===== config.mk =====
export PLATFORM = sky130hd
export DESIGN_NAME = tlcc_lookup
export DESIGN_NICKNAME = d
export VERILOG_FILES = /design/src/hw/rtl/tlcc_pkg.sv /design/src/hw/rtl/tlcc_lookup.sv
export SDC_FILE = /design/constraint.sdc
export NUM_CORES = 1
export LEC_CHECK = 0
export BUFFER_PORTS_ARGS = -buffer_cell sky130_fd_sc_hd__buf_4
export CELL_PAD_IN_SITES_DETAIL_PLACEMENT = 0
export CELL_PAD_IN_SITES_GLOBAL_PLACEMENT = 2
export CORE_AREA = 2 2 155 157
export DETAILED_ROUTE_END_ITERATION = 12
export DIE_AREA = 0 0 157 159
export PLACE_DENSITY_LB_ADDON = 0.3
export SYNTH_ARGS = -nofsm -noshare
export SYNTH_HDL_FRONTEND = slang
export SYNTH_SLANG_ARGS = --single-unit

===== constraint.sdc =====
create_clock -name vclk -period 10
set_clock_uncertainty 0.05 [all_clocks]
set_input_delay 1 -clock vclk [all_inputs]
set_output_delay 1 -clock vclk [all_outputs]
set_load 0.02 [all_outputs]

===== src/hw/rtl/tlcc_pkg.sv =====
`timescale 1ns / 1ps
package tlcc_pkg;

  localparam int NUM_SETS  = 16;
  localparam int SET_BITS  = $clog2(NUM_SETS);
  localparam int L2_WAYS   = 8;
  localparam int WAY_BITS  = $clog2(L2_WAYS);
  localparam int ADDR_BITS = 16;
  localparam int DATA_BITS = 32;
  localparam int TAG_BITS  = ADDR_BITS - SET_BITS;
  localparam int AGE_BITS  = WAY_BITS;
  localparam int CNT_BITS  = 32;

  localparam logic [AGE_BITS-1:0] AGE_MAX = AGE_BITS'(L2_WAYS - 1);

  localparam logic FUNC_READ  = 1'b0;
  localparam logic FUNC_WRITE = 1'b1;

  typedef enum logic [1:0] {
    LVL_L1   = 2'd0,
    LVL_L2   = 2'd1,
    LVL_MISS = 2'd2
  } hit_level_e;

  typedef enum logic [1:0] {
    ST_IDLE,
    ST_LOOK,
    ST_UPD
  } state_e;

  typedef struct packed {
    logic                 func;
    logic [ADDR_BITS-1:0] address;
    logic [DATA_BITS-1:0] data;
  } req_t;

  typedef struct packed {
    logic [1:0]           hit_level;
    logic [DATA_BITS-1:0] read_data;
    logic                 mem_write;
    logic [ADDR_BITS-1:0] mem_address;
    logic [DATA_BITS-1:0] mem_data;
    logic [CNT_BITS-1:0]  l1_access_count;
    logic [CNT_BITS-1:0]  l1_miss_count;
    logic [CNT_BITS-1:0]  l2_access_count;
    logic [CNT_BITS-1:0]  l2_miss_count;
  } rsp_t;

  typedef struct packed {
    logic                 valid;
    logic [TAG_BITS-1:0]  tag;
    logic [DATA_BITS-1:0] word;
    logic [AGE_BITS-1:0]  age;
  } way_t;

  typedef way_t [L2_WAYS-1:0] l2_row_t;

  typedef struct packed {
    logic [TAG_BITS-1:0]  tag;
    logic [DATA_BITS-1:0] word;
  } l1_line_t;

  typedef struct packed {
    logic                hit;
    logic [WAY_BITS-1:0] hit_way;
    logic [WAY_BITS-1:0] victim;
  } look_t;

endpackage


===== src/hw/rtl/tlcc_lookup.sv =====
`timescale 1ns / 1ps
module tlcc_lookup (
  input  tlcc_pkg::l2_row_t                 row,
  input  logic [tlcc_pkg::TAG_BITS-1:0]     tag,
  output tlcc_pkg::look_t                   look
);
  import tlcc_pkg::*;

  always_comb begin
    logic                found_inv;
    logic [WAY_BITS-1:0] inv_way;
    logic [WAY_BITS-1:0] old_way;
    look      = '0;
    found_inv = 1'b0;
    inv_way   = '0;
    old_way   = '0;
    // lowest-index matching way wins
    for (int w = L2_WAYS - 1; w >= 0; w--) begin
      if (row[w].valid && row[w].tag == tag) begin
        look.hit     = 1'b1;
        look.hit_way = WAY_BITS'(w);
      end
      if (!row[w].valid) begin
        found_inv = 1'b1;
        inv_way   = WAY_BITS'(w);
      end
    end
    // lowest age, lowest index on a tie
    for (int w = 1; w < L2_WAYS; w++) begin
      if (row[w].age < row[old_way].age) begin
        old_way = WAY_BITS'(w);
      end
    end
    look.victim = found_inv ? inv_way : old_way;
  end

endmodule


### Word-level counts from Yosys, hierarchy flattened

Cells that the tools add are included.

* div/mod/pow operators: 0
* bitwise logic cells: 0
* add/sub/neg operators: 0
* multiply operators: 0
* muxes and demuxes: 44
* $lt $le $gt $ge: 13
* shift-type cells: 0
* reduce and logical (&&, ||, !) cells: 8
* equality and inequality tests: 8

Operator list (number)
* binary-select mux 48 bit (select 3 bit): 6
* equality test 12 bit: 8
* two-way mux 3 bit: 21
* two-way mux 4 bit: 8
* less-than comparator 3 x 4 -> 1 bit (second input constant): 6
* less-than comparator 3 bit: 7
* two-way mux 1 bit: 9
* logical AND 1 bit: 8

* bits of input ports: 396
* word-level logic and storage cells: 73
* bits in latches: 0
* RAM bits: 0
* output and inout bits: 7
* register bits: 0
* memories: 0
* bits in read-only memories: 0

### Logic depth before layout (Yosys ltp)

Gate-level depths: netlist of run 1.

* depth after elaboration: 27
* gate-level depth with buffers: 48
* mapped depth without buffers: 48

### Worst setup path after synthesis of run 1

Ideal clock, no wire load.

* path type: input to output
* start: input port row[2] (netlist name)
* end: output port look[0] (netlist name)
* buffers on the path: 0
* arrival time: 9766 ps
* stages on the path: 45
* required time: 8950 ps
* setup slack: -816 ps
* path through: inv_1 -> ha_1 -> a21o_2 -> a31oi_1 -> nor2_1 -> a21oi_1 -> ha_1 -> o21ai_0 -> and2b_2 -> a31oi_4 -> o211ai_1 -> o21ai_0 -> ha_1 -> a21oi_1 -> a21o_1 -> a311oi_4 -> mux2i_1 -> a21oi_1 -> [... 9 more ...] -> o311a_4 -> a31oi_4 -> and2_4 -> mux2i_1 -> a211oi_1 -> a21oi_1 -> a21o_1 -> ha_1 -> o21ai_0 -> a21oi_1 -> o21ai_0 -> nor3b_1 -> o32a_1 -> ha_1 -> o2111ai_1 -> o21a_1 -> a21o_1 -> a22o_1

RTL lines
* from (decl): line tlcc_lookup.sv:3 `input tlcc_pkg::l2_row_t row,`
* to (decl): line tlcc_lookup.sv:5 `output tlcc_pkg::look_t look`

==> run summary, run 1 <==
OUTCOME
---------------------------------------------------------------------------------
Result of the run .................................................. finished, violations left
Failing checks ..................................................... setup timing

FLOORPLAN
---------------------------------------------------------------------------------
Top Ports ..........................................................          403
Core footprint .....................................................  0.0232 mm^2
Die ar. ............................................................  0.0250 mm^2
Number of placement rows ...........................................           56
Horizontal extent of the die .......................................       157 um
Initial core utilization ...........................................        10.8%
Die Span Y .........................................................       159 um

ROUTE
---------------------------------------------------------------------------------
Drt first-iter violations ..........................................          106
Number of optimization iterations in the first detailed-route pass .            4
Final routed wire length divided by cell count .....................      15.1 um
Count of antenna-violating nets left after detailed routing ........            0
Number of vias in the routed layout ................................         3403
DRC Markers ........................................................            0
DR vias/cell .......................................................         3.80
Overall routed net length ..........................................      13.5 mm

SYNTH
---------------------------------------------------------------------------------
Share of synthesized area occupied by flip-flops and latches .......           0%
Count of yosys warnings during synthesis ...........................            0
Syn_nets ...........................................................          753
Post-Synthesis Cells ...............................................          342
Netlist Area Pre-Place ............................................. 0.00251 mm^2
Post-synth top cells ............................................... sky130_fd_sc_hd__xnor2_1 (57), sky130_fd_sc_hd__xor2_1 (39), sky130_fd_sc_hd__nand2_1 (26), sky130_fd_sc_hd__o21ai_0 (19), sky130_fd_sc_hd__nor2_1 (16)
Most used standard cell by instance count after synthesis .......... sky130_fd_sc_hd__xnor2_1
Count of unique library cells instantiated by Yosys ................           63
Top post-synthesis cells by area ................................... sky130_fd_sc_hd__xnor2_1 (20%), sky130_fd_sc_hd__xor2_1 (14%), sky130_fd_sc_hd__ha_1 (7.5%), sky130_fd_sc_hd__nand2_1 (3.9%), sky130_fd_sc_hd__o21ai_0 (3.8%)
Average size of a mapped cell ......................................    7.34 um^2
Most area-hungry cell type in the Yosys netlist .................... sky130_fd_sc_hd__xnor2_1
Yosys top cell area share ..........................................        19.9%

GLOBAL ROUTING
---------------------------------------------------------------------------------
Largest net degree at the start of global routing ..................            9
GRT met2 Usage .....................................................        19.2%
Remaining Overflow, GRT ............................................            0
GR peak layer ......................................................         met2
Initial antenna violation count ....................................            0
Overall routing resource usage .....................................        10.3%
Vias in the first global route .....................................         3587
Global routing usage on met3 .......................................        2.37%
Wire length of the first global-routing pass .......................      20.3 mm
Met1 Track Usage GR ................................................        12.7%

POWER
---------------------------------------------------------------------------------
Tot Pwr ............................................................     0.676 mW
Power density over the cells .......................................  137 mW/mm^2
Worst vdd rail ir drop .............................................    0.0566 mV
LEAKAGE ............................................................      2.09 nW

CRITICAL PATH
---------------------------------------------------------------------------------
Critical path endpoint category ....................................   output pin
Cell occurring most often along the worst timing path .............. sky130_fd_sc_hd__buf_4
Critical path data required time ...................................      8950 ps
Data arrival time at the worst-slack endpoint ......................      9530 ps
Largest driver fanout on the critical path .........................            5
Biggest cell delay along the critical path .........................       490 ps
Cell at the slowest stage of the critical path ..................... sky130_fd_sc_hd__or4_4
Worst Setup Path Type .............................................. primary input to output pin
Launching element type of the critical path ........................ primary input

STA
---------------------------------------------------------------------------------
Fmax ...............................................................     94.5 MHz
Final WS setup .....................................................      -580 ps
Minimum hold slack .................................................      2290 ps
Max-slew violation total from the final report .....................            0
Final min period ...................................................     10580 ps
Crit share post-route ..............................................         106%
Final Setup Violations .............................................            3
Pin slew with the least headroom to its limit ......................       683 ps
Relative slew margins ..............................................        54.0%
Final Hold Fails ...................................................            0
RSZ-0062 raised after global routing ...............................          yes
Accumulated negative setup slack ...................................     -1650 ps

PLACE
---------------------------------------------------------------------------------
Routability-driven placement congestion ratio ......................        0.795
Placed wire-length estimate after detailed placement ...............      11.9 mm
Number of cells after detailed placement ...........................          863
Number of input and output port buffers inserted ...................          147

CELLS AND AREA
---------------------------------------------------------------------------------
Area occupied by registers .........................................       0 um^2
Count of nets after finishing ......................................          989
Antenna diode count ................................................            0
Layout cell share with drive strength beyond 1 .....................        53.3%
Number of flip-flops and latches ...................................            0
Number of standard cells in the layout, taps in and fillers out ....          895
Clk_buf instances ..................................................            0
Area delta synth->final ............................................        97.3%
Share of the core filled with cells in the final layout ............        21.3%

RUN
---------------------------------------------------------------------------------
Number of maximum-capacitance constraint violations ................            0

MIN PATH
---------------------------------------------------------------------------------
Min-delay worst type ............................................... primary input to output pin

## where the power goes
group	leakage [nW]	switching (mW)	internal [mW]
Clock	0	0	0
Combinational	2.09	0.312	0.364
Sequential	0	0	0
Total	2.09	0.312	0.364
## stage by stage
step                      setup slack [ps]  instance area (um^2)
after global placement               -1100                  4580
after CTS                             -586                  4830
after floorplan                       -119                  2620
after global routing                  -990                  4950
after detailed placement             -1020                  4580
final                                 -580                  4950
## metal layers
metal	up-vias	wire [um]
met5	-	0
met4	0	40
met3	2	1050
met2	124	6820
met1	1556	5610
li1	1721	-
## worst paths after layout
check | startpoint | to | cells after the start
setup / recovery | row[2] | look[0] | 52
hold / removal | row[47] | look[0] | 3
## cell families (layout without fill, tap and decap cells)
family / Yosys count / after routing / synth area share (%)
mux: 7 / 7 / 2.84
fa+ha+maj: 15 / 15 / 7.48
xor+xnor: 96 / 96 / 33.5
buf+inv: 23 / 257 / 3.44
simple gates: 114 / 114 / 24.3
compound gates: 87 / 87 / 28.4
## layout by cell type (no fill, tap or decap), types with 3 or more instances in the layout
cell / instances
sky130_fd_sc_hd__buf_4: 240
sky130_fd_sc_hd__xnor2_1: 57
sky130_fd_sc_hd__xor2_1: 39
sky130_fd_sc_hd__nand2_1: 25
sky130_fd_sc_hd__nand3_1: 14
sky130_fd_sc_hd__nand4_1: 12
sky130_fd_sc_hd__nor4_1: 12
sky130_fd_sc_hd__nor2_1: 11
sky130_fd_sc_hd__inv_1: 10
sky130_fd_sc_hd__nor3_1: 10
sky130_fd_sc_hd__o21ai_0: 10
sky130_fd_sc_hd__a21oi_1: 9
sky130_fd_sc_hd__ha_1: 9
sky130_fd_sc_hd__o21ai_2: 8
sky130_fd_sc_hd__nand2b_1: 5
sky130_fd_sc_hd__a21oi_2: 5
sky130_fd_sc_hd__a21o_1: 5
sky130_fd_sc_hd__mux2i_1: 5
sky130_fd_sc_hd__buf_6: 5
sky130_fd_sc_hd__a211oi_1: 4
sky130_fd_sc_hd__a31oi_4: 4
sky130_fd_sc_hd__nor2_2: 4
sky130_fd_sc_hd__a211oi_2: 4
sky130_fd_sc_hd__o21ai_1: 4
sky130_fd_sc_hd__o21a_1: 3
sky130_fd_sc_hd__a21boi_0: 3
sky130_fd_sc_hd__nand2_2: 3
sky130_fd_sc_hd__ha_4: 3
sky130_fd_sc_hd__ha_2: 3
## critical path: cells and delay by family
kind            cells  cell delay, ps
simple gates        5            1010
fa+ha+maj           5            1370
compound gates     21            3690
buf+inv            21            2490
## area by class of cell
cell class	instances	area, um^2
multi-input combinational	319	2630
timing repair buffer	246	1870
inverter	11	46.3
fill	2603	18200
tap	319	399
## repair_timing
| item | 4_1_cts | 5_1_grt |
|---|---|---|
| buffers inserted | 26 | 6 |
| pin swaps | 14 | 11 |
| gates resized for setup | 16 | 19 |
| endpoints found under the setup margin | 3 | 3 |
| hold buffers | 0 | 0 |
| hold endpoints to repair | 0 | 0 |
| gates cloned | 0 | 0 |
No activity file was read; power rests on OpenSTA's default activity.
==> run 2: changes to the inputs <==
- CORE_AREA: 2 2 155 157 -> 2 2 157 159
- DIE_AREA: 0 0 157 159 -> 0 0 159 161
- clock period: 10 -> 9.85 ns (I/O delays scaled with it)
==> run 2 against run 1 <==
Net effect: the flow still finishes with violations (setup timing); non-clock buffer count fell by 19; power rose by 1.7%; global-route usage fell by 0.64 points; first-iteration DRC count fell by 28%; sequential share of layout area did not move; critical path depth fell by 5; core utilization fell by 1.3 points; die area rose by 2.5%; sequential cell count did not move; highest routed layer is now met3.
==> run summary, run 2 (synthesis results as in run 1) <==
OUTCOME
----------------------------------------------------------------------------------
Result of the run ................................................... finished, violations left
Failing checks ...................................................... setup timing

STA
----------------------------------------------------------------------------------
Max-slew violation total from the final report ......................            0   unchanged
Final Setup Violations ..............................................            3   unchanged
Pin slew with the least headroom to its limit .......................       736 ps   +52.2 ps
Final min period ....................................................     10650 ps
Final WS setup ......................................................      -804 ps   -224 ps
RSZ-0062 raised after global routing ................................          yes
Final Hold Fails ....................................................            0   unchanged
Fmax ................................................................     93.9 MHz
Crit share post-route ...............................................         108%
Relative slew margins ...............................................        50.5%   -3.5 points

CRITICAL PATH
----------------------------------------------------------------------------------
Data arrival time at the worst-slack endpoint .......................      9620 ps   +90 ps
Cell at the slowest stage of the critical path ...................... sky130_fd_sc_hd__a2111oi_4
Worst Setup Path Type ............................................... primary input to output pin
Family of cells with the greatest summed delay on the critical path . compound AO/OA/AOI/OAI gates
Launching element type of the critical path ......................... primary input
Critical path data required time ....................................      8820 ps   -130 ps
Biggest cell delay along the critical path ..........................       400 ps   -90 ps
Largest driver fanout on the critical path ..........................            5   unchanged
Count of buffer and inverter cells on the critical path .............            3   -86%
Cell occurring most often along the worst timing path ............... sky130_fd_sc_hd__a21oi_2
Critical path endpoint category .....................................   output pin

PLACE
----------------------------------------------------------------------------------
Instance area after placement ....................................... 0.00457 mm^2   -0.19%
Number of input and output port buffers inserted ....................          147   unchanged
Placed wire-length estimate after detailed placement ................      11.7 mm   -2.1%
Setup slack at placement ............................................     -1160 ps   -134 ps
Routability-driven placement congestion ratio .......................        0.775   -2.5%

POWER
----------------------------------------------------------------------------------
Share of total power in sequential cells ............................           0%   unchanged
LEAKAGE .............................................................      2.00 nW   -4.4%
Combinational power share ...........................................       100.0%   about the same
Share of total power in the clock network ...........................           0%   unchanged
Internal Power ......................................................     0.367 mW   +0.85%
Power density over the cells ........................................  143 mW/mm^2   +4.6%
Net switching fraction of the power .................................        46.7%   +0.46 points
Total net switching power ...........................................     0.321 mW   +2.7%
Worst vdd rail ir drop ..............................................    0.0742 mV   +31%

ROUTE
----------------------------------------------------------------------------------
Final routed wire length divided by cell count ......................      14.7 um   -2.5%
Number of vias in the routed layout .................................         3307   -2.8%
Drt first-iter violations ...........................................           76   -28%
DRC Markers .........................................................            0   unchanged
DR vias/cell ........................................................         3.75   -1.3%
Number of optimization iterations in the first detailed-route pass ..            4   unchanged
Overall routed net length ...........................................      13.0 mm   -4.0%
Count of antenna-violating nets left after detailed routing .........            0   unchanged

RUN
----------------------------------------------------------------------------------
Number of maximum-capacitance constraint violations .................            0   unchanged

MIN PATH
----------------------------------------------------------------------------------
Min-delay worst type ................................................ primary input to output pin
Hold path startpoint ................................................      row[47]
Number of cells traversed by the worst hold path ....................            3   unchanged
Hold path endpoint ..................................................      look[0]

CELLS AND AREA
----------------------------------------------------------------------------------
Most common cell after layout, fill and taps aside .................. sky130_fd_sc_hd__buf_4
Antenna diode count .................................................            0   unchanged
Area occupied by registers ..........................................       0 um^2   unchanged
Share of the core filled with cells in the final layout .............        20.1%   -1.3 points
Number of flip-flops and latches ....................................            0   unchanged
Layout cell share with drive strength beyond 1 ......................        50.6%   -2.7 points
Area of all placed cells without fillers ............................ 0.00481 mm^2   -2.8%
Count of nets after finishing .......................................          970   -1.9%
Area of the multi-input gates ....................................... 0.00263 mm^2   -0.14%
Most frequent cells in the layout ................................... sky130_fd_sc_hd__buf_4 (220), sky130_fd_sc_hd__xnor2_1 (57), sky130_fd_sc_hd__xor2_1 (39)
Filler cell count in the final layout ...............................         2780   +6.8%
Clk_buf instances ...................................................            0   unchanged
Area delta synth->final .............................................        91.9%

GLOBAL ROUTING
----------------------------------------------------------------------------------
Remaining Overflow, GRT .............................................            0   unchanged
Largest net degree at the start of global routing ...................            9   unchanged
Initial antenna violation count .....................................            0   unchanged
Overall routing resource usage ......................................        9.69%   -0.64 points
Wire length of the first global-routing pass ........................      19.9 mm   -1.6%
Vias in the first global route ......................................         3538   -1.4%

FLOORPLAN
----------------------------------------------------------------------------------
Horizontal extent of the die ........................................       159 um   +1.3%
Initial core utilization ............................................        10.5%   -0.35 points
Die ar. .............................................................  0.0256 mm^2   +2.5%
Core footprint ......................................................  0.0240 mm^2   +3.3%
Die Span Y ..........................................................       161 um   +1.3%
Top Ports ...........................................................          403   unchanged
Number of placement rows ............................................           57   +1.8%

CTS
----------------------------------------------------------------------------------
Number of hold buffers added after cts ..............................            0   unchanged

[run 2: worst max-delay path by stage]
stage | startpoint | end | slack [ps] | cells after the start
2_1_floorplan | row[50] | look[0] | -240 | 44
3_3_place_gp | row[2] | look[0] | -1250 | 47
3_5_place_dp | row[2] | look[0] | -1160 | 48
4_1_cts | row[2] | look[0] | -690 | 48
5_1_grt | row[1] | look[1] | -1210 | 51
6_report | row[2] | look[0] | -800 | 47
[run 2: power groups by stage]
stage | Clock [mW] | Sequential, mW | Combinational, mW
floorplan | 0 | 0 | 0.332
finish | 0 | 0 | 0.688
global route | 0 | 0 | 0.745
global placement | 0 | 0 | 0.584
detailed placement | 0 | 0 | 0.584
CTS | 0 | 0 | 0.668
[run 2: cell type report]
class	instances	share of cell area (%)
multi-input cells	319	54.6
well taps	324	8.42
repair buffers	227	36.0
inverters	11	0.962
[run 2: per-stage QoR]
stage | hold slack, ps | instances | power [mW] | TNS [ps]
3_3_place_gp | 2310 | 866 | 0.584 | -3530
6_report | 2280 | 881 | 0.688 | -2320
4_1_cts | 2300 | 879 | 0.668 | -2060
5_1_grt | 2300 | 881 | 0.745 | -3610
2_1_floorplan | 2050 | 342 | 0.332 | -558
3_5_place_dp | 2320 | 866 | 0.584 | -3230
[run 2: what timing repair did]
action	4_1_cts	5_1_grt
gates cloned	0	0
resized for setup	24	6
pin swaps	18	20
setup endpoints to repair	3	3
buffers inserted	13	2
[run 2: per-layer routing]
metal	up-vias	share of wire, %	global-route usage (%)
met1	1499	42	11.7
li1	1683	-	-
met4	0	0	0
met2	125	50	18.4
met5	-	0	0
met3	0	7.6	2.34
